--- src/hw/rtl/cft_pkg.sv ---
// Package for the CSV field tokenizer: payload structs, event kinds,
// character codes and configuration register indexes.
// No dependencies; every other file of the block imports it.
`default_nettype none

package cft_pkg;

    // Default depth of the held whitespace store.
    localparam int SPACE_DEPTH_DEF = 8;

    // Configuration port widths and register indexes.
    localparam int CFG_IDX_W  = 1;
    localparam int CFG_DATA_W = 1;
    localparam logic [CFG_IDX_W-1:0] REG_SKIP_FIRST_ROW  = 1'b0;
    localparam logic [CFG_IDX_W-1:0] REG_SKIP_BLANK_ROWS = 1'b1;

    // Input operation codes.
    localparam logic OP_DATA = 1'b0;
    localparam logic OP_EOF  = 1'b1;

    // Result kinds.
    localparam logic [1:0] K_BYTE  = 2'd0;
    localparam logic [1:0] K_FIELD = 2'd1;
    localparam logic [1:0] K_ROW   = 2'd2;
    localparam logic [1:0] K_EOF   = 2'd3;

    // Character codes.
    localparam logic [7:0] CH_QUOTE = 8'h22;
    localparam logic [7:0] CH_COMMA = 8'h2C;
    localparam logic [7:0] CH_NL    = 8'h0A;
    localparam logic [7:0] CH_TAB   = 8'h09;
    localparam logic [7:0] CH_CR    = 8'h0D;
    localparam logic [7:0] CH_SPACE = 8'h20;

    // One input transaction.
    typedef struct packed {
        logic       op;
        logic [7:0] data_byte;
    } in_t;

    // One result transaction.
    typedef struct packed {
        logic [1:0] kind;
        logic [7:0] out_byte;
        logic       syntax_error;
        logic       space_overflow;
        logic       last;
    } out_t;

    // Fixed-order events raised by one input, after any flushed whitespace.
    typedef struct packed {
        logic       byte_en;
        logic [7:0] byte_val;
        logic       field_en;
        logic       row_en;
        logic       eof_en;
        logic       err;
        logic       ovf;
    } evt_t;

endpackage

`default_nettype wire

--- src/hw/rtl/cft_parser.sv ---
// Parse state machine of the CSV field tokenizer: configuration registers,
// held whitespace store and the decode of one input into its events.
// Depends on cft_pkg.
`default_nettype none

module cft_parser
    import cft_pkg::*;
#(
    parameter int SPACE_DEPTH = SPACE_DEPTH_DEF,
    parameter int CW          = $clog2(SPACE_DEPTH + 1),
    parameter int IW          = (SPACE_DEPTH > 1) ? $clog2(SPACE_DEPTH) : 1
)
(
    input  wire logic                  clk,
    input  wire logic                  rst_n,
    input  wire logic                  in_fire,
    input  wire in_t                   in_item,
    input  wire logic                  cfg_we,
    input  wire logic [CFG_IDX_W-1:0]  cfg_index,
    input  wire logic [CFG_DATA_W-1:0] cfg_data,
    input  wire logic [IW-1:0]         rd_idx,
    output logic [7:0]                 rd_byte,
    output evt_t                       evt,
    output logic [CW-1:0]              flush_n
);

    localparam logic [2:0] ST_BEFORE  = 3'd0;
    localparam logic [2:0] ST_FIELD   = 3'd1;
    localparam logic [2:0] ST_QUOTE   = 3'd2;
    localparam logic [2:0] ST_ONQUOTE = 3'd3;
    localparam logic [2:0] ST_AFTER   = 3'd4;
    localparam logic [2:0] ST_SKIP    = 3'd5;

    logic [2:0]    state_reg, state_next;
    logic [CW-1:0] held_count_reg, held_count_next;
    logic          row_has_field_reg, row_has_field_next;
    logic          error_seen_reg, error_seen_next;
    logic          overflow_seen_reg, overflow_seen_next;
    logic          at_start_reg, at_start_next;
    logic          skip_first_row_reg;
    logic          skip_blank_rows_reg;
    logic [7:0]    held_space [SPACE_DEPTH];
    logic          held_we;
    logic          err_mid;

    logic       is_eof, is_q, is_comma, is_nl, is_ws;
    logic [7:0] ch;

    // Character classes of the incoming byte.
    assign is_eof   = (in_item.op == OP_EOF);
    assign ch       = in_item.data_byte;
    assign is_q     = (ch == CH_QUOTE);
    assign is_comma = (ch == CH_COMMA);
    assign is_nl    = (ch == CH_NL);
    assign is_ws    = (ch == CH_SPACE) || (ch == CH_TAB) || (ch == CH_CR);

    // Next state and events for the input on the port.
    always_comb
    begin
        state_next         = state_reg;
        held_count_next    = held_count_reg;
        row_has_field_next = row_has_field_reg;
        err_mid            = error_seen_reg;
        overflow_seen_next = overflow_seen_reg;
        at_start_next      = is_eof ? at_start_reg : 1'b0;
        held_we            = 1'b0;
        flush_n            = '0;
        evt                = '0;

        unique case (state_reg)
            ST_SKIP:
            begin
                if (is_eof)
                begin
                    evt.eof_en = 1'b1;
                end
                else if (is_nl)
                begin
                    state_next         = ST_BEFORE;
                    row_has_field_next = 1'b0;
                end
            end
            ST_BEFORE:
            begin
                if (is_eof)
                begin
                    evt.row_en = row_has_field_reg;
                    evt.eof_en = 1'b1;
                end
                else if (is_q)
                begin
                    row_has_field_next = 1'b1;
                    state_next         = ST_QUOTE;
                end
                else if (is_comma)
                begin
                    row_has_field_next = 1'b1;
                    evt.field_en       = 1'b1;
                end
                else if (is_ws)
                begin
                    // Leading whitespace is dropped.
                end
                else if (is_nl)
                begin
                    if (!(skip_blank_rows_reg && !row_has_field_reg))
                    begin
                        evt.field_en = 1'b1;
                        evt.row_en   = 1'b1;
                    end
                    row_has_field_next = 1'b0;
                end
                else
                begin
                    row_has_field_next = 1'b1;
                    evt.byte_en        = 1'b1;
                    state_next         = ST_FIELD;
                end
            end
            ST_FIELD:
            begin
                if (is_eof)
                begin
                    held_count_next = '0;
                    evt.field_en    = 1'b1;
                    evt.row_en      = 1'b1;
                    evt.eof_en      = 1'b1;
                end
                else if (is_q)
                begin
                    err_mid         = 1'b1;
                    flush_n         = held_count_reg;
                    held_count_next = '0;
                    state_next      = ST_QUOTE;
                end
                else if (is_comma)
                begin
                    held_count_next = '0;
                    evt.field_en    = 1'b1;
                    state_next      = ST_BEFORE;
                end
                else if (is_ws)
                begin
                    // Inner whitespace is held until a later ordinary byte or quote flushes it.
                    if (held_count_reg < CW'(SPACE_DEPTH))
                    begin
                        held_we         = 1'b1;
                        held_count_next = held_count_reg + CW'(1);
                    end
                    else
                    begin
                        overflow_seen_next = 1'b1;
                    end
                end
                else if (is_nl)
                begin
                    held_count_next    = '0;
                    evt.field_en       = 1'b1;
                    evt.row_en         = 1'b1;
                    row_has_field_next = 1'b0;
                    state_next         = ST_BEFORE;
                end
                else
                begin
                    flush_n         = held_count_reg;
                    held_count_next = '0;
                    evt.byte_en     = 1'b1;
                end
            end
            ST_QUOTE:
            begin
                if (is_eof)
                begin
                    err_mid      = 1'b1;
                    evt.field_en = 1'b1;
                    evt.row_en   = 1'b1;
                    evt.eof_en   = 1'b1;
                end
                else if (is_q)
                begin
                    state_next = ST_ONQUOTE;
                end
                else
                begin
                    evt.byte_en = 1'b1;
                end
            end
            ST_ONQUOTE:
            begin
                if (is_eof)
                begin
                    evt.field_en = 1'b1;
                    evt.row_en   = 1'b1;
                    evt.eof_en   = 1'b1;
                end
                else if (is_q)
                begin
                    // A doubled quote stands for one quote character.
                    evt.byte_en = 1'b1;
                    state_next  = ST_QUOTE;
                end
                else if (is_comma)
                begin
                    evt.field_en = 1'b1;
                    state_next   = ST_BEFORE;
                end
                else if (is_nl)
                begin
                    evt.field_en       = 1'b1;
                    evt.row_en         = 1'b1;
                    row_has_field_next = 1'b0;
                    state_next         = ST_BEFORE;
                end
                else if (is_ws)
                begin
                    evt.field_en = 1'b1;
                    state_next   = ST_AFTER;
                end
                else
                begin
                    // Garbage after a closing quote ends the field and the row.
                    err_mid            = 1'b1;
                    evt.field_en       = 1'b1;
                    evt.row_en         = 1'b1;
                    row_has_field_next = 1'b0;
                    state_next         = ST_AFTER;
                end
            end
            ST_AFTER:
            begin
                if (is_eof)
                begin
                    evt.row_en = 1'b1;
                    evt.eof_en = 1'b1;
                end
                else if (is_ws)
                begin
                    // Dropped.
                end
                else if (is_comma)
                begin
                    state_next = ST_BEFORE;
                end
                else if (is_nl)
                begin
                    evt.row_en         = 1'b1;
                    row_has_field_next = 1'b0;
                    state_next         = ST_BEFORE;
                end
                else
                begin
                    err_mid = 1'b1;
                end
            end
            default:
            begin
                state_next = ST_BEFORE;
            end
        endcase

        evt.byte_val = evt.byte_en ? ch : 8'h00;
        evt.err      = err_mid;
        evt.ovf      = overflow_seen_next;

        // End of input restarts the parser and clears the error flag.
        error_seen_next = err_mid;
        if (is_eof)
        begin
            error_seen_next    = 1'b0;
            state_next         = skip_first_row_reg ? ST_SKIP : ST_BEFORE;
            held_count_next    = '0;
            row_has_field_next = 1'b0;
            at_start_next      = 1'b1;
        end
    end

    // Parser control registers and configuration.
    always_ff @(posedge clk or negedge rst_n)
    begin
        if (!rst_n)
        begin
            state_reg           <= ST_BEFORE;
            held_count_reg      <= '0;
            row_has_field_reg   <= 1'b0;
            error_seen_reg      <= 1'b0;
            overflow_seen_reg   <= 1'b0;
            at_start_reg        <= 1'b1;
            skip_first_row_reg  <= 1'b0;
            skip_blank_rows_reg <= 1'b0;
        end
        else
        begin
            if (in_fire)
            begin
                state_reg         <= state_next;
                held_count_reg    <= held_count_next;
                row_has_field_reg <= row_has_field_next;
                error_seen_reg    <= error_seen_next;
                overflow_seen_reg <= overflow_seen_next;
                at_start_reg      <= at_start_next;
            end
            else if (cfg_we && (cfg_index == REG_SKIP_FIRST_ROW) && at_start_reg)
            begin
                // Before any data the skip setting takes effect at once.
                state_reg <= cfg_data[0] ? ST_SKIP : ST_BEFORE;
            end

            if (cfg_we)
            begin
                unique case (cfg_index)
                    REG_SKIP_FIRST_ROW:  skip_first_row_reg  <= cfg_data[0];
                    REG_SKIP_BLANK_ROWS: skip_blank_rows_reg <= cfg_data[0];
                    default:             ;
                endcase
            end
        end
    end

    // Held whitespace store. The read is registered: rd_idx is the address
    // that the flush needs in the following cycle.
    always_ff @(posedge clk)
    begin
        if (in_fire && held_we)
        begin
            held_space[held_count_reg[IW-1:0]] <= ch;
        end
        rd_byte <= held_space[rd_idx];
    end

    // The held count never passes the store depth.
    a_count_bound: assert property (@(posedge clk) disable iff (!rst_n)
        held_count_reg <= CW'(SPACE_DEPTH))
        else $error("held whitespace count beyond store depth");

    // Only the field state holds whitespace.
    a_count_in_field: assert property (@(posedge clk) disable iff (!rst_n)
        held_count_reg != '0 |-> state_reg == ST_FIELD)
        else $error("whitespace held outside an unquoted field");

endmodule

`default_nettype wire

--- src/hw/rtl/csv_field_tokenizer_top.sv ---
// Top level of the CSV field tokenizer: input handshake, result register
// that sequences the events of one input, and the output handshake.
// Depends on cft_pkg and cft_parser.
// Latency: the first result of an input is offered the cycle after it is taken.
// Throughput: one input per cycle while each input yields at most one result and
// no result stalls; an input with more results (up to SPACE_DEPTH + 1, or 3 at
// end of input in a field) stalls the input side until its last result is taken.
// Reset (rst_n, asynchronous): result register emptied, parser at the start state.
`default_nettype none

module csv_field_tokenizer_top
    import cft_pkg::*;
#(
    parameter int SPACE_DEPTH = SPACE_DEPTH_DEF
)
(
    input  wire logic                  clk,
    input  wire logic                  rst_n,
    input  wire logic                  byte_valid,
    output logic                       byte_stall,
    input  wire in_t                   byte_item,
    output logic                       tok_valid,
    input  wire logic                  tok_stall,
    output out_t                       tok_item,
    input  wire logic                  cfg_we,
    input  wire logic [CFG_IDX_W-1:0]  cfg_index,
    input  wire logic [CFG_DATA_W-1:0] cfg_data
);

    localparam int CW = $clog2(SPACE_DEPTH + 1);
    localparam int IW = (SPACE_DEPTH > 1) ? $clog2(SPACE_DEPTH) : 1;

    evt_t          evt;
    logic [CW-1:0] flush_n;
    logic [7:0]    rd_byte;

    // Result register: remaining flush bytes and the fixed-order events.
    logic [CW-1:0] flush_rem_reg;
    logic [IW-1:0] flush_idx_reg, flush_idx_next;
    logic          byte_en_reg, field_en_reg, row_en_reg, eof_en_reg;
    logic [7:0]    byte_val_reg;
    logic          err_reg, ovf_reg;

    logic       byte_fire, tok_fire, tok_last;
    logic [2:0] tail_n;

    cft_parser #(
        .SPACE_DEPTH (SPACE_DEPTH),
        .CW          (CW),
        .IW          (IW)
    ) u_parser (
        .clk       (clk),
        .rst_n     (rst_n),
        .in_fire   (byte_fire),
        .in_item   (byte_item),
        .cfg_we    (cfg_we),
        .cfg_index (cfg_index),
        .cfg_data  (cfg_data),
        .rd_idx    (flush_idx_next),
        .rd_byte   (rd_byte),
        .evt       (evt),
        .flush_n   (flush_n)
    );

    // Handshake and end of the current result sequence.
    assign tail_n = {2'b00, byte_en_reg} + {2'b00, field_en_reg}
                  + {2'b00, row_en_reg} + {2'b00, eof_en_reg};
    assign tok_valid  = (flush_rem_reg != '0) || (tail_n != 3'd0);
    assign tok_last   = ((flush_rem_reg == '0) && (tail_n == 3'd1))
                     || ((flush_rem_reg == CW'(1)) && (tail_n == 3'd0));
    assign tok_fire   = tok_valid && !tok_stall;
    assign byte_stall = tok_valid && !(tok_fire && tok_last);
    assign byte_fire  = byte_valid && !byte_stall;

    // Result transaction selection: flushed whitespace first, then events.
    always_comb
    begin
        tok_item                = '0;
        tok_item.syntax_error   = err_reg;
        tok_item.space_overflow = ovf_reg;
        tok_item.last           = tok_last;
        if (flush_rem_reg != '0)
        begin
            tok_item.kind     = K_BYTE;
            tok_item.out_byte = rd_byte;
        end
        else if (byte_en_reg)
        begin
            tok_item.kind     = K_BYTE;
            tok_item.out_byte = byte_val_reg;
        end
        else if (field_en_reg)
        begin
            tok_item.kind = K_FIELD;
        end
        else if (row_en_reg)
        begin
            tok_item.kind = K_ROW;
        end
        else
        begin
            tok_item.kind = K_EOF;
        end
    end

    // Flush read address: back to the first entry on a taken input, then one
    // step per taken flush byte.
    always_comb
    begin
        flush_idx_next = flush_idx_reg;
        if (byte_fire)
        begin
            flush_idx_next = '0;
        end
        else if (tok_fire && (flush_rem_reg != '0))
        begin
            flush_idx_next = flush_idx_reg + IW'(1);
        end
    end

    always_ff @(posedge clk or negedge rst_n)
    begin
        if (!rst_n)
        begin
            flush_idx_reg <= '0;
        end
        else
        begin
            flush_idx_reg <= flush_idx_next;
        end
    end

    // Load on a taken input, otherwise step past each taken result.
    always_ff @(posedge clk or negedge rst_n)
    begin
        if (!rst_n)
        begin
            flush_rem_reg <= '0;
            byte_en_reg   <= 1'b0;
            field_en_reg  <= 1'b0;
            row_en_reg    <= 1'b0;
            eof_en_reg    <= 1'b0;
        end
        else if (byte_fire)
        begin
            flush_rem_reg <= flush_n;
            byte_en_reg   <= evt.byte_en;
            field_en_reg  <= evt.field_en;
            row_en_reg    <= evt.row_en;
            eof_en_reg    <= evt.eof_en;
        end
        else if (tok_fire)
        begin
            if (flush_rem_reg != '0)
            begin
                flush_rem_reg <= flush_rem_reg - CW'(1);
            end
            else if (byte_en_reg)
            begin
                byte_en_reg <= 1'b0;
            end
            else if (field_en_reg)
            begin
                field_en_reg <= 1'b0;
            end
            else if (row_en_reg)
            begin
                row_en_reg <= 1'b0;
            end
            else
            begin
                eof_en_reg <= 1'b0;
            end
        end
    end

    // Result payload, taken with each input.
    always_ff @(posedge clk)
    begin
        if (byte_fire)
        begin
            byte_val_reg <= evt.byte_val;
            err_reg      <= evt.err;
            ovf_reg      <= evt.ovf;
        end
    end

    // End of input is always the final result of its input.
    a_eof_last: assert property (@(posedge clk) disable iff (!rst_n)
        tok_valid && (tok_item.kind == K_EOF) |-> tok_item.last)
        else $error("end-of-input result not marked last");

    // Events other than field bytes carry a zero byte.
    a_byte_zero: assert property (@(posedge clk) disable iff (!rst_n)
        tok_valid && (tok_item.kind != K_BYTE) |-> tok_item.out_byte == 8'h00)
        else $error("non-byte result carries a byte value");

    // An input that raises events offers its first result on the next cycle.
    a_load_shows: assert property (@(posedge clk) disable iff (!rst_n)
        byte_fire && ((flush_n != '0) || evt.byte_en || evt.field_en
            || evt.row_en || evt.eof_en) |=> tok_valid)
        else $error("events of a taken input were lost");

    // The flush count never passes the store depth.
    a_flush_bound: assert property (@(posedge clk) disable iff (!rst_n)
        flush_rem_reg <= CW'(SPACE_DEPTH))
        else $error("flush count beyond store depth");

endmodule

`default_nettype wire
--- config.mk ---
export PLATFORM = sky130hd
export DESIGN_NAME = csv_field_tokenizer_top
export DESIGN_NICKNAME = d
export VERILOG_FILES = /design/src/hw/rtl/cft_pkg.sv /design/src/hw/rtl/cft_parser.sv /design/src/hw/rtl/csv_field_tokenizer_top.sv
export SDC_FILE = /design/constraint.sdc
export NUM_CORES = 1
export LEC_CHECK = 0
export BUFFER_PORTS_ARGS = -buffer_cell sky130_fd_sc_hd__buf_2
export CAP_MARGIN = 20
export CELL_PAD_IN_SITES_DETAIL_PLACEMENT = 2
export CELL_PAD_IN_SITES_GLOBAL_PLACEMENT = 2
export CORE_ASPECT_RATIO = 1.1
export CORE_MARGIN = 8
export CORE_UTILIZATION = 40
export CTS_BUF_LIST = sky130_fd_sc_hd__clkbuf_4
export DETAILED_ROUTE_END_ITERATION = 10
export PLACE_DENSITY_LB_ADDON = 0.3
export SLEW_MARGIN = 20
export SYNTH_ARGS = -nofsm -noshare
export SYNTH_HDL_FRONTEND = slang
export SYNTH_HIERARCHICAL = 1
export SYNTH_SLANG_ARGS = --single-unit
--- constraint.sdc ---
create_clock -name clk -period 4.2 [get_ports clk]
set_clock_uncertainty 0.05 [all_clocks]
set_input_delay 0.84 -clock clk [delete_from_list [all_inputs] [get_ports clk]]
set_output_delay 0.84 -clock clk [all_outputs]
set_load 0.01 [all_outputs]
# == Word level (Yosys, flattened, before mapping) ==
# Memories as Yosys holds them, arrays and structs flattened. A register that Yosys moved wholly into a read port is not among the register bits.
# Cells that the tools add are included.
# word_totals
in_bits,16
romBits,0
elab_cells,242
mem_count,1
out_inout_bits,15
mem_bits_rw,64
latchBits,0
regBits,34
# op_classes
multipliers,0
shift,0
eq_ne,33
n_div,0
n_reduce_logical,41
muxes,142
order_cmp,1
addsub,6
bitwise,1
# memory_table
name,words,word_bits,read_ports,rd_clocked_by_memory_dff,wr,line_no,source
u_parser.held_space,8,8,1,1,1,cft_parser.sv:42,logic [7:0] held_space [SPACE_DEPTH];
# ops
op,count
$mux 1,84
$mux 3,22
$mux 4,15
$eq 8x4->1 const B,3
$eq 8x6->1 const B,3
$mux 2,12
$ne 3x3->1 const B,7
$pmux 3 s6,1
$ne 5x5->1 const B,3
$logic_and 1x1->1,11
$reduce_and 11->1,1
$mux 10,1
$ne 5x3->1 const B,2
$pmux 1 s5,2
$mux 8,1
$ne 2x1->1 const B,4
$ne 4x4->1 const B,2
$pmux 1 s4,2
$reduce_and 2->1,4
$reduce_bool 2->1,4
$reduce_and 7->1,1
$eq 3x1->1 const B,2
$eq 3x2->1 const B,2
$eq 3x3->1 const B,2
other kinds (25),33

# == Depth between registers and ports, before layout ==
# Gate-level depths: netlist of run 1.
# logic_depth
depth_word,14
mapped_depth,12
ltp_nobuf,11

# == Cells and area by module ==
# Netlist of run 1, hierarchy kept.
# by_module_without_submodules
mod,seq_area_each_um2,area_each_um2,cells_each,instances
cft_parser,2408.6,4012.6,297,1
csv_field_tokenizer_top,575.6,1152.4,116,1

# == Worst setup path after synthesis of run 1 ==
# OpenSTA, ideal clock, no wires.
# synth_path
path_kind,flip-flop to flip-flop
from,register field_en_reg
to,"register u_parser.rd_byte[0], read port of u_parser.held_space"
path_stages_with_launch,12
synth_period_minus_slack_ns,4.154
arrival_time_ns,3.983
t_required_ns,4.029
setup_ns,0.121
path_buffers,3
slack_ns,0.046
path_cell_list,dfrtp_1 -> fa_1 -> ha_1 -> a21boi_0 -> o211ai_1 -> inv_1 -> buf_2 -> nor2_1 -> clkbuf_1 -> buf_1 -> mux4_2 -> mux2_2
# synth_via
elab_chain_cells,12
elab_cells_between_ends,19
classes_between,add/sub (3); eq/ne (1); mux (2); reduce/logical (13)
# synth_lines
element,line_no,source
"start, declared",csv_field_tokenizer_top.sv:40,"logic byte_en_reg, field_en_reg, row_en_reg, eof_en_reg;"
"start signal, assigned",csv_field_tokenizer_top.sv:148,field_en_reg <= evt.field_en;
$add 1x1->2 *,csv_field_tokenizer_top.sv:66,"assign tail_n = {2'b00, byte_en_reg} + {2'b00, field_en_reg}"
$add 2x1->3 *,csv_field_tokenizer_top.sv:67,"+ {2'b00, row_en_reg} + {2'b00, eof_en_reg};"
$add 3x1->3 *,csv_field_tokenizer_top.sv:67,
"$eq 3x1->1, or another cell as far along",csv_field_tokenizer_top.sv:69,assign tok_last = ((flush_rem_reg == '0) && (tail_n == 3'd1))
"$logic_and 1x1->1, or another cell as far along",csv_field_tokenizer_top.sv:69,
$logic_or 1x1->1 or $logic_and 1x1->1 (tied branches),"csv_field_tokenizer_top.sv:70, csv_field_tokenizer_top.sv:71",
$logic_and 1x1->1,csv_field_tokenizer_top.sv:72,assign byte_stall = tok_valid && !(tok_fire && tok_last);
$logic_not 1->1,csv_field_tokenizer_top.sv:72,
$logic_and 1x1->1 *,csv_field_tokenizer_top.sv:72,
$logic_not 1->1 *,csv_field_tokenizer_top.sv:73,assign byte_fire = byte_valid && !byte_stall;
$logic_and 1x1->1 *,csv_field_tokenizer_top.sv:73,
via byte_fire,csv_field_tokenizer_top.sv:44,"logic byte_fire, tok_fire, tok_last;"
$mux 3 *,csv_field_tokenizer_top.sv:111,if (byte_fire)
via flush_idx_next[0],csv_field_tokenizer_top.sv:39,"logic [IW-1:0] flush_idx_reg, flush_idx_next;"
"end, declared",cft_parser.sv:22,"output logic [7:0] rd_byte,"
# The timed path passes the listed nets; every way through them passes the cells marked *.
# A chain may end at the register's enable or synchronous reset.

# == Worst setup path after layout of run 1 ==
# layout_path
from,register field_en_reg
to,"memory u_parser.held_space[1][4], enable pin"
# layout_via
elab_chain_cells,14
elab_cells_between_ends,19
classes_between,add/sub (3); eq/ne (1); mux (2); reduce/logical (13)
# layout_lines
element,line_no,source
$add 1x1->2 *,csv_field_tokenizer_top.sv:66,
$add 2x1->3 *,csv_field_tokenizer_top.sv:67,
$add 3x1->3 *,csv_field_tokenizer_top.sv:67,
"$eq 3x1->1, or another cell as far along",csv_field_tokenizer_top.sv:69,
"$logic_and 1x1->1, or another cell as far along",csv_field_tokenizer_top.sv:69,
$logic_or 1x1->1 or $logic_and 1x1->1 (tied branches),"csv_field_tokenizer_top.sv:70, csv_field_tokenizer_top.sv:71",
$logic_and 1x1->1,csv_field_tokenizer_top.sv:72,
$logic_not 1->1,csv_field_tokenizer_top.sv:72,
$logic_and 1x1->1 *,csv_field_tokenizer_top.sv:72,
$logic_not 1->1 *,csv_field_tokenizer_top.sv:73,
$logic_and 1x1->1 *,csv_field_tokenizer_top.sv:73,
$logic_and 1x1->1 *,cft_parser.sv:323,if (in_fire && held_we)
$mux 1 *,cft_parser.sv:323,
$mux 1 (implied by the code) *,cft_parser.sv:325,held_space[held_count_reg[IW-1:0]] <= ch;
"end, declared",cft_parser.sv:42,
# Mark *: on every way between the ends. The rest lies on a longest branch, timed or not.

==> results.tsv, run 1 <==
stage	metric	value	unit
outcome	status	completed	
layout	drive_gt1_share	23.61	%
synthesis	ys_ff_latch	106	
layout	fill_cells	1303	
timing	post-route-min-period	3.832	ns
timing	max_freq	261.0	MHz
pwr	peakVddDrop	0.3067	mV
pwr	power_leakage	2.058	nW
critical_path	crit_arrival	3.91	ns
placed_design	gp_congestion	0.8302	
synthesis	syn_nets	438	
synthesis	syn_area	0.005165	mm^2
synthesis	ys_warn_count	6	
placed_design	pre_cts_ws	0.3867	ns
timing	setup_viol	0	
timing	post-route-period-util	91.23	%
grt	grt_pass1_vias	3880	
route	post-route-drc-count	0	
hold_path	hp-class	input pin to asynchronous set/reset pin	
placed_design	hpwlAfterDp	10930	um
job	drv_cap	0	
layout	num_antenna_cells	0	
grt	grt_use_total	18.32	%
timing	worst_pin_slew	0.9732	ns
layout	largest_register_ffs	64	
layout	fin_cells	606	
timing	fin_ws	0.3683	ns
timing	worst_slew_margin_rel	34.88	%
critical_path	worst-setup-path-type	flip-flop to flip-flop	
die	start_util	41.03	%
die	io_pins	31	
die	dieArea	0.01681	mm^2
pwr	powerDensity	603.8	mW/mm^2
pwr	p_sw_share	38.15	%
cts	clk_latency	0.48	ns
pwr	p_sw	1.312	mW
cts	cts_buffer_depth	2	
placed_design	dp_cells	590	
synthesis	async_flop_share	22.64	%
route	viasPerCell	5.848	
grt	antenna_found_initial	0	
cts	clk_pin_slew	0.17	ns
critical_path	cp-start-kind	flip-flop	
layout	fin_util	45.22	%
synthesis	yosysUniqueCellTypes	72	
placed_design	port_buffers	30	
critical_path	cp_max_fo	8	
route	dr.pass1.iters	4	
die	die_w	124.3	um
route	wl	15240	um
die	rows	43	
pwr	p_total	3.438	mW
cts	root_buffer	clkbuf_4	
grt	grt_max_degree	29	
critical_path	worstPathRequired	4.27	ns
critical_path	cp-end-kind	flip-flop	
layout	fin_nets	469	
synthesis	synth_cells	413	
layout	stdcell_area	0.005693	mm^2
cts	ctsHtreeMaxLevel	3	
timing	whs	0.2996	ns
placed_design	placed_area	0.005532	mm^2
die	die_h	135.2	um
cts	cts_resized	0	
pwr	power_frac_clock	16.9	%
layout	area_delta_synth_final	10.22	%
cts	cts.sinks	106	
pwr	share_seq_of_total_power	41.1	%
synthesis	synth-edff-count	74	
synthesis	ys.flop_type	edfxtp_1	
synthesis	yosysSeqAreaShare	57.78	%
route	ant_nets	0	
route	wire_per_inst	25.16	um
route	num_vias	3544	
timing	report.final.slew_viol_count	0	
cts	cts-buffers-inserted	9	
timing	rsz0062_at_grt	no	
timing	finalHoldViolCount	0	
timing	fin_setup_tns	0	ns
grt	grt_remaining_overflow	0	
cts	cts_hold_buf	0	
cts	cts_tree	done	
pwr	internal_power	2.126	mW
synthesis	avgSynthCellArea	12.51	um^2
cts	post_cts_buffers	0	
grt	grt_pass1_wl	23540	um
route	drtIter0Drc	239	
pwr	combPwrFrac	42.0	%
die	design.core.area	0.01259	mm^2
## worst max-delay path, cell delays in order, from the launching register on
cell      delay [ns]
dfrtp_1         0.48
fa_1            0.49
ha_1            0.20
ha_1            0.32
nor4_1          0.38
o211ai_1        0.18
inv_1           0.24
nand3_2         0.13
or3b_4          0.43
nor3_2          0.57
## layer usage
metal | wire length, um | vias up | part of all wire, % | GRT usage [%]
met3 | 523 | 15 | 3.4 | 2.858
met5 | 0 | - | 0 | 0
met4 | 197 | 0 | 1.3 | 5.961
met2 | 7968 | 66 | 52 | 32.40
li1 | - | 1614 | - | -
met1 | 6555 | 1849 | 43 | 22.44
## Yosys cell counts, types with 2 or more instances
library cell   n  area share (%)
nor4_1         3            0.36
nor3_1         5            0.48
clkbuf_1      15             1.1
edfxtp_1      74              43
o21ai_0       19             1.8
xnor2_1        6             1.0
nor4b_1        3            0.51
mux2_2        11             2.4
o211ai_1       4            0.58
a211oi_1       3            0.44
nand3b_1       3            0.44
dfrtp_1       23              11
buf_1          6            0.44
ha_1           8             1.9
mux4_2        16             7.0
inv_1         14             1.0
o21ai_1        3            0.29
nand4_1        3            0.36
a31oi_1        3            0.36
nor2_1        21             1.5
dfxtp_1        8             3.1
buf_4          6            0.87
a22oi_1        2            0.29
nand2_1       47             3.4
mux2i_1        4            0.78
nand3_1       18             1.7
a21o_1         2            0.29
nor2b_1        6            0.73
and3_1         2            0.24
nor3b_1        3            0.44
a211o_1        2            0.34
buf_2          2            0.19
a21oi_1       22             2.1
a21boi_0       3            0.44
nand2b_1       4            0.48
a22o_1         2            0.34
a32o_1         2            0.39
## cell type report
type | instances | area (um^2) | share of cell area [%]
clock buffers | 10 | 75.07 | 1.319
clock inverters | 6 | 86.33 | 1.516
inverters | 14 | 52.55 | 0.9231
multi-input cells | 263 | 1986 | 34.88
flip-flops and latches | 106 | 2984 | 52.42
well taps | 157 | 196.4 | 3.451
repair buffers | 50 | 312.8 | 5.495
## power by group through the flow
stage	registers [mW]	logic (mW)	clock network, mW
finish	1.41	1.44	0.581
CTS	1.42	1.47	0.598
global placement	1.43	1.37	0
floorplan	1.36	1.05	0
global route	1.43	1.59	0.626
detailed placement	1.44	1.47	0
## worst paths after layout
path / startpoint / endpoint / slack [ns] / depth (start not counted)
max: field_en_reg$_DFFE_PN0P_ / u_parser/held_space[1][4]$_DFFE_PP_ / 0.37 / 9
min: rst_n / u_parser/state_reg[0]$_DFFE_PN0P_ / 0.30 / 1
max reg2reg: field_en_reg$_DFFE_PN0P_ / u_parser/held_space[1][4]$_DFFE_PP_ / 0.37 / 9
min reg2reg: u_parser/at_start_reg$_DFFE_PN1P_ / u_parser/at_start_reg$_DFFE_PN1P_ / 0.46 / 2
max in group asynchronous: rst_n / flush_idx_reg[1]$_DFF_PN0_ / 3.38 / 1
min in group clk: u_parser/at_start_reg$_DFFE_PN1P_ / u_parser/at_start_reg$_DFFE_PN1P_ / 0.46 / 2
## logic make-up after synthesis
kind of cell / share of synthesized area [%]
simple gates: 13.40
flops: 57.78
compound gates: 11.29
buf+inv: 3.827
mux: 10.37
fa+ha+maj: 2.326
xor+xnor: 1.017
## layout by cell type, fill, tap and decap left out, types with 3 or more instances in the layout
cell type  count
a21oi_1       22
buf_2         30
o211ai_1       4
edfxtp_1      74
a31oi_1        3
nand3b_1       3
o21ai_1        3
nand4_1        3
o21ai_0       19
xnor2_1        6
dfrtp_1       23
mux2i_1        4
a211oi_1       3
nor4_1         3
nor3b_1        3
nor3_1         5
mux2_2        11
ha_1           8
inv_1         14
nor2_1        20
nor4b_1        3
buf_4         19
clkbuf_4      10
nand2b_1       4
nand2_1       47
nand3_1       18
a21boi_0       3
dfxtp_1        8
nor2b_1        6
mux4_2        16
Power figures use the tool's default switching activity.
==> inputs of run 2 (changes only) <==
--- a/config.mk
+++ b/config.mk
@@ -11,7 +11,7 @@
 export CELL_PAD_IN_SITES_GLOBAL_PLACEMENT = 2
 export CORE_ASPECT_RATIO = 1.1
 export CORE_MARGIN = 8
-export CORE_UTILIZATION = 40
+export CORE_UTILIZATION = 38
 export CTS_BUF_LIST = sky130_fd_sc_hd__clkbuf_4
 export DETAILED_ROUTE_END_ITERATION = 10
 export PLACE_DENSITY_LB_ADDON = 0.3
==> constraint.sdc (replaced) <==
create_clock -name clk -period 4.2 [get_ports clk]
set_clock_uncertainty 0.05 [all_clocks]
set_input_delay 0.84 -clock clk [delete_from_list [all_inputs] [get_ports clk]]
set_output_delay 0.84 -clock clk [all_outputs]
set_load 0.1 [all_outputs]
==> run 2 against run 1 <==
  * Flip-flop and latch count unchanged
  * Sequential power barely moved
  * Routed wire length is 1.5% lower
  * Core utilization shrank 2.4 points
  * Combinational power grew 42%
  * Sequential share of layout area rose by 0.16 points
  * First-iteration DRC count down 15%
  * Worst setup slack worse by 0.17 ns
  * Final cell count grew 4.3%
  * Non-clock buffer count is 2 lower
  * Worst hold slack worse by 0.020 ns
  * Clock power shrank 11%
  * Critical path type unchanged
==> results.tsv, run 2 (synthesized netlist as in run 1, its figures left out) <==
stage	metric	value	unit	change
cts	post_cts_buffers	0		unchanged
grt	grt_pass1_vias	4002		was 3880
job	drv_cap	0		unchanged
layout	fin_nets	467		was 469
layout	largest_register_ffs	64		unchanged
cts	clk_latency	0.49	ns	was 0.48 ns
timing	report.final.slew_viol_count	0		unchanged
cts	cts_resized	0		unchanged
grt	grt_use_total	17.84	%	was 18.32%
pwr	internal_power	2.063	mW	was 2.126 mW
critical_path	path_cells	fa_1 -> ha_1 -> ha_1 -> nor4_1 -> o211ai_1 -> inv_1 -> buf_4 -> nand3_2 -> or3b_4 -> nor2_1		was fa_1 -> ha_1 -> ha_1 -> nor4_1 -> o211ai_1 -> inv_1 -> nand3_2 -> or3b_4 -> nor3_2
critical_path	critPathSlowestCell	nor2_1		was nor3_2
cts	cts_hold_buf	0		unchanged
critical_path	worst-path-buf-inv	2		was 1
placed_design	pre_cts_ws	0.2170	ns	was 0.3867 ns
cts	root_buffer	clkbuf_4		unchanged
layout	ff_latch_area	0.002984	mm^2	unchanged
timing	post-route-period-util	95.31	%	was 91.23%
layout	final_cell_mix	74 x edfxtp_1, 47 x nand2_1, 30 x buf_2		unchanged
route	drtIter0Drc	202		was 239
layout	fill_cells	1333		was 1303
hold_path	hp-class	input pin to asynchronous set/reset pin		unchanged
cts	clk_pin_slew	0.18	ns	was 0.17 ns
route	wl	15020	um	was 15240 um
pwr	peakVddDrop	0.2759	mV	was 0.3067 mV
layout	fin_util	42.78	%	was 45.22%
timing	worst_slew_margin_rel	39.89	%	was 34.88%
cts	cts_buffer_depth	2		unchanged
die	rows	44		was 43
cts	cts-buffers-inserted	9		unchanged
timing	fin_ws	0.1970	ns	was 0.3683 ns
critical_path	cp-end-kind	flip-flop		unchanged
die	dieArea	0.01758	mm^2	was 0.01681 mm^2
timing	max_freq	249.8	MHz	was 261.0 MHz
critical_path	cp-start-kind	flip-flop		unchanged
timing	setup_viol	0		unchanged
route	num_vias	3574		was 3544
grt	antenna_found_initial	1		was 0
critical_path	crit_family	simple AND/OR/NAND/NOR gates		unchanged
layout	multi_input_area	0.001994	mm^2	was 0.001986 mm^2
pwr	share_seq_of_total_power	35.5	%	was 41.1%
die	io_pins	31		unchanged
timing	rsz0062_at_grt	yes		was no
timing	post-route-min-period	4.003	ns	was 3.832 ns
pwr	p_sw_share	48.15	%	was 38.15%
die	die_h	138.3	um	was 135.2 um
critical_path	cpPeakStageDelay	0.59	ns	was 0.57 ns
pwr	p_sw	1.915	mW	was 1.312 mW
layout	area_delta_synth_final	9.884	%	was 10.22%
grt	grt_pass1_wl	24050	um	was 23540 um
cts	ctsHtreeMaxLevel	3		unchanged
placed_design	port_buffers	30		unchanged
cts	cts.sinks	106		unchanged
critical_path	worstPathRequired	4.28	ns	was 4.27 ns
critical_path	crit_arrival	4.08	ns	was 3.91 ns
pwr	powerDensity	701.0	mW/mm^2	was 603.8 mW/mm^2
outcome	status	completed		unchanged
grt	grt_max_degree	25		was 29
timing	finalHoldViolCount	0		unchanged
pwr	power_frac_clock	13.0	%	was 16.9%
critical_path	worst-setup-path-type	flip-flop to flip-flop		unchanged
route	ant_nets	0		unchanged
route	wire_per_inst	23.77	um	was 25.16 um
pwr	combPwrFrac	51.6	%	was 42.0%
critical_path	cpMostUsedCell	ha_1		unchanged
route	dr.pass1.iters	4		unchanged
placed_design	hpwlAfterDp	11190	um	was 10930 um
layout	final_common_cell	edfxtp_1		unchanged
route	viasPerCell	5.655		was 5.848
placed_design	gp_congestion	0.8894		was 0.8302
die	start_util	38.93	%	was 41.03%
die	die_w	127.2	um	was 124.3 um
pwr	power_leakage	2.033	nW	was 2.058 nW
die	design.core.area	0.01327	mm^2	was 0.01259 mm^2
layout	drive_gt1_share	23.71	%	was 23.61%
critical_path	cp_max_fo	10		was 8
route	post-route-drc-count	0		unchanged
grt	grt_remaining_overflow	0		unchanged
timing	worst_pin_slew	0.8977	ns	was 0.9732 ns
cts	cts_tree	done		unchanged
[run 2: cell count changes in the layout (fill, tap and decap cells not counted), sizes merged]
cell	delta
clkinv	-1
buf	-2
clkbuf	-1
diode	+1
bufinv	-1
inv	+3
[run 2: path summary, 6_finish.rpt]
path	start	cells past startpoint	slack [ns]	endpoint
max in group asynchronous	rst_n	1	3.42	byte_en_reg$_DFFE_PN0P_
worst max-delay path	field_en_reg$_DFFE_PN0P_	10	0.20	u_parser/held_space[5][5]$_DFFE_PP_
worst max register to register	field_en_reg$_DFFE_PN0P_	10	0.20	u_parser/held_space[5][5]$_DFFE_PP_
min in group clk	u_parser/at_start_reg$_DFFE_PN1P_	2	0.47	u_parser/at_start_reg$_DFFE_PN1P_
worst min register to register	u_parser/at_start_reg$_DFFE_PN1P_	2	0.47	u_parser/at_start_reg$_DFFE_PN1P_
worst min-delay path	rst_n	1	0.28	u_parser/skip_blank_rows_reg$_DFFE_PN0P_
[run 2: power by group through the flow]
stage	Combinational [mW]	Clock, mW	Sequential, mW
detailed placement	2.07	0	1.43
global route	2.20	0.564	1.43
finish	2.05	0.516	1.41
floorplan	1.63	0	1.36
CTS	2.08	0.531	1.41
global placement	1.97	0	1.42
[run 2: worst register-to-register path, delay by kind of cell, from the launching register on]
family	cells	cell delay [ns]
simple gates	4	1.51
fa+ha+maj	3	1.01
buf+inv	2	0.41
compound gates	1	0.21
flops	1	0.49
[run 2: cell type report]
cell class	count	share of cell area, %
Multi-Input combinational cell	263	35.14
Inverter	14	0.9259
Sequential cell	106	52.58
Timing Repair Buffer	48	5.026
Clock buffer	9	1.190
Antenna cell	1	0.04409
Tap cell	184	4.056
Clock inverter	7	1.036
[run 2: layer usage]
layer | up-vias | global-route usage (%) | routed length [um]
met5 | - | 0 | 0
li1 | 1618 | - | -
met3 | 19 | 3.154 | 478
met1 | 1877 | 22.16 | 6534
met2 | 60 | 30.52 | 7715
met4 | 0 | 5.956 | 292
[run 2: through the flow]
stage / instance area [um^2] / total power [mW] / TNS [ns] / hold slack (ns) / std cells
floorplan: 5174 / 2.994 / 0 / 0.3943 / 413
global placement: 5547 / 3.389 / 0 / 0.4215 / 615
detailed placement: 5547 / 3.502 / 0 / 0.4358 / 615
CTS: 5673 / 4.018 / 0 / 0.2670 / 631
global route: 5675 / 4.195 / -0.06795 / 0.2894 / 632
finish: 5675 / 3.978 / 0 / 0.2793 / 632
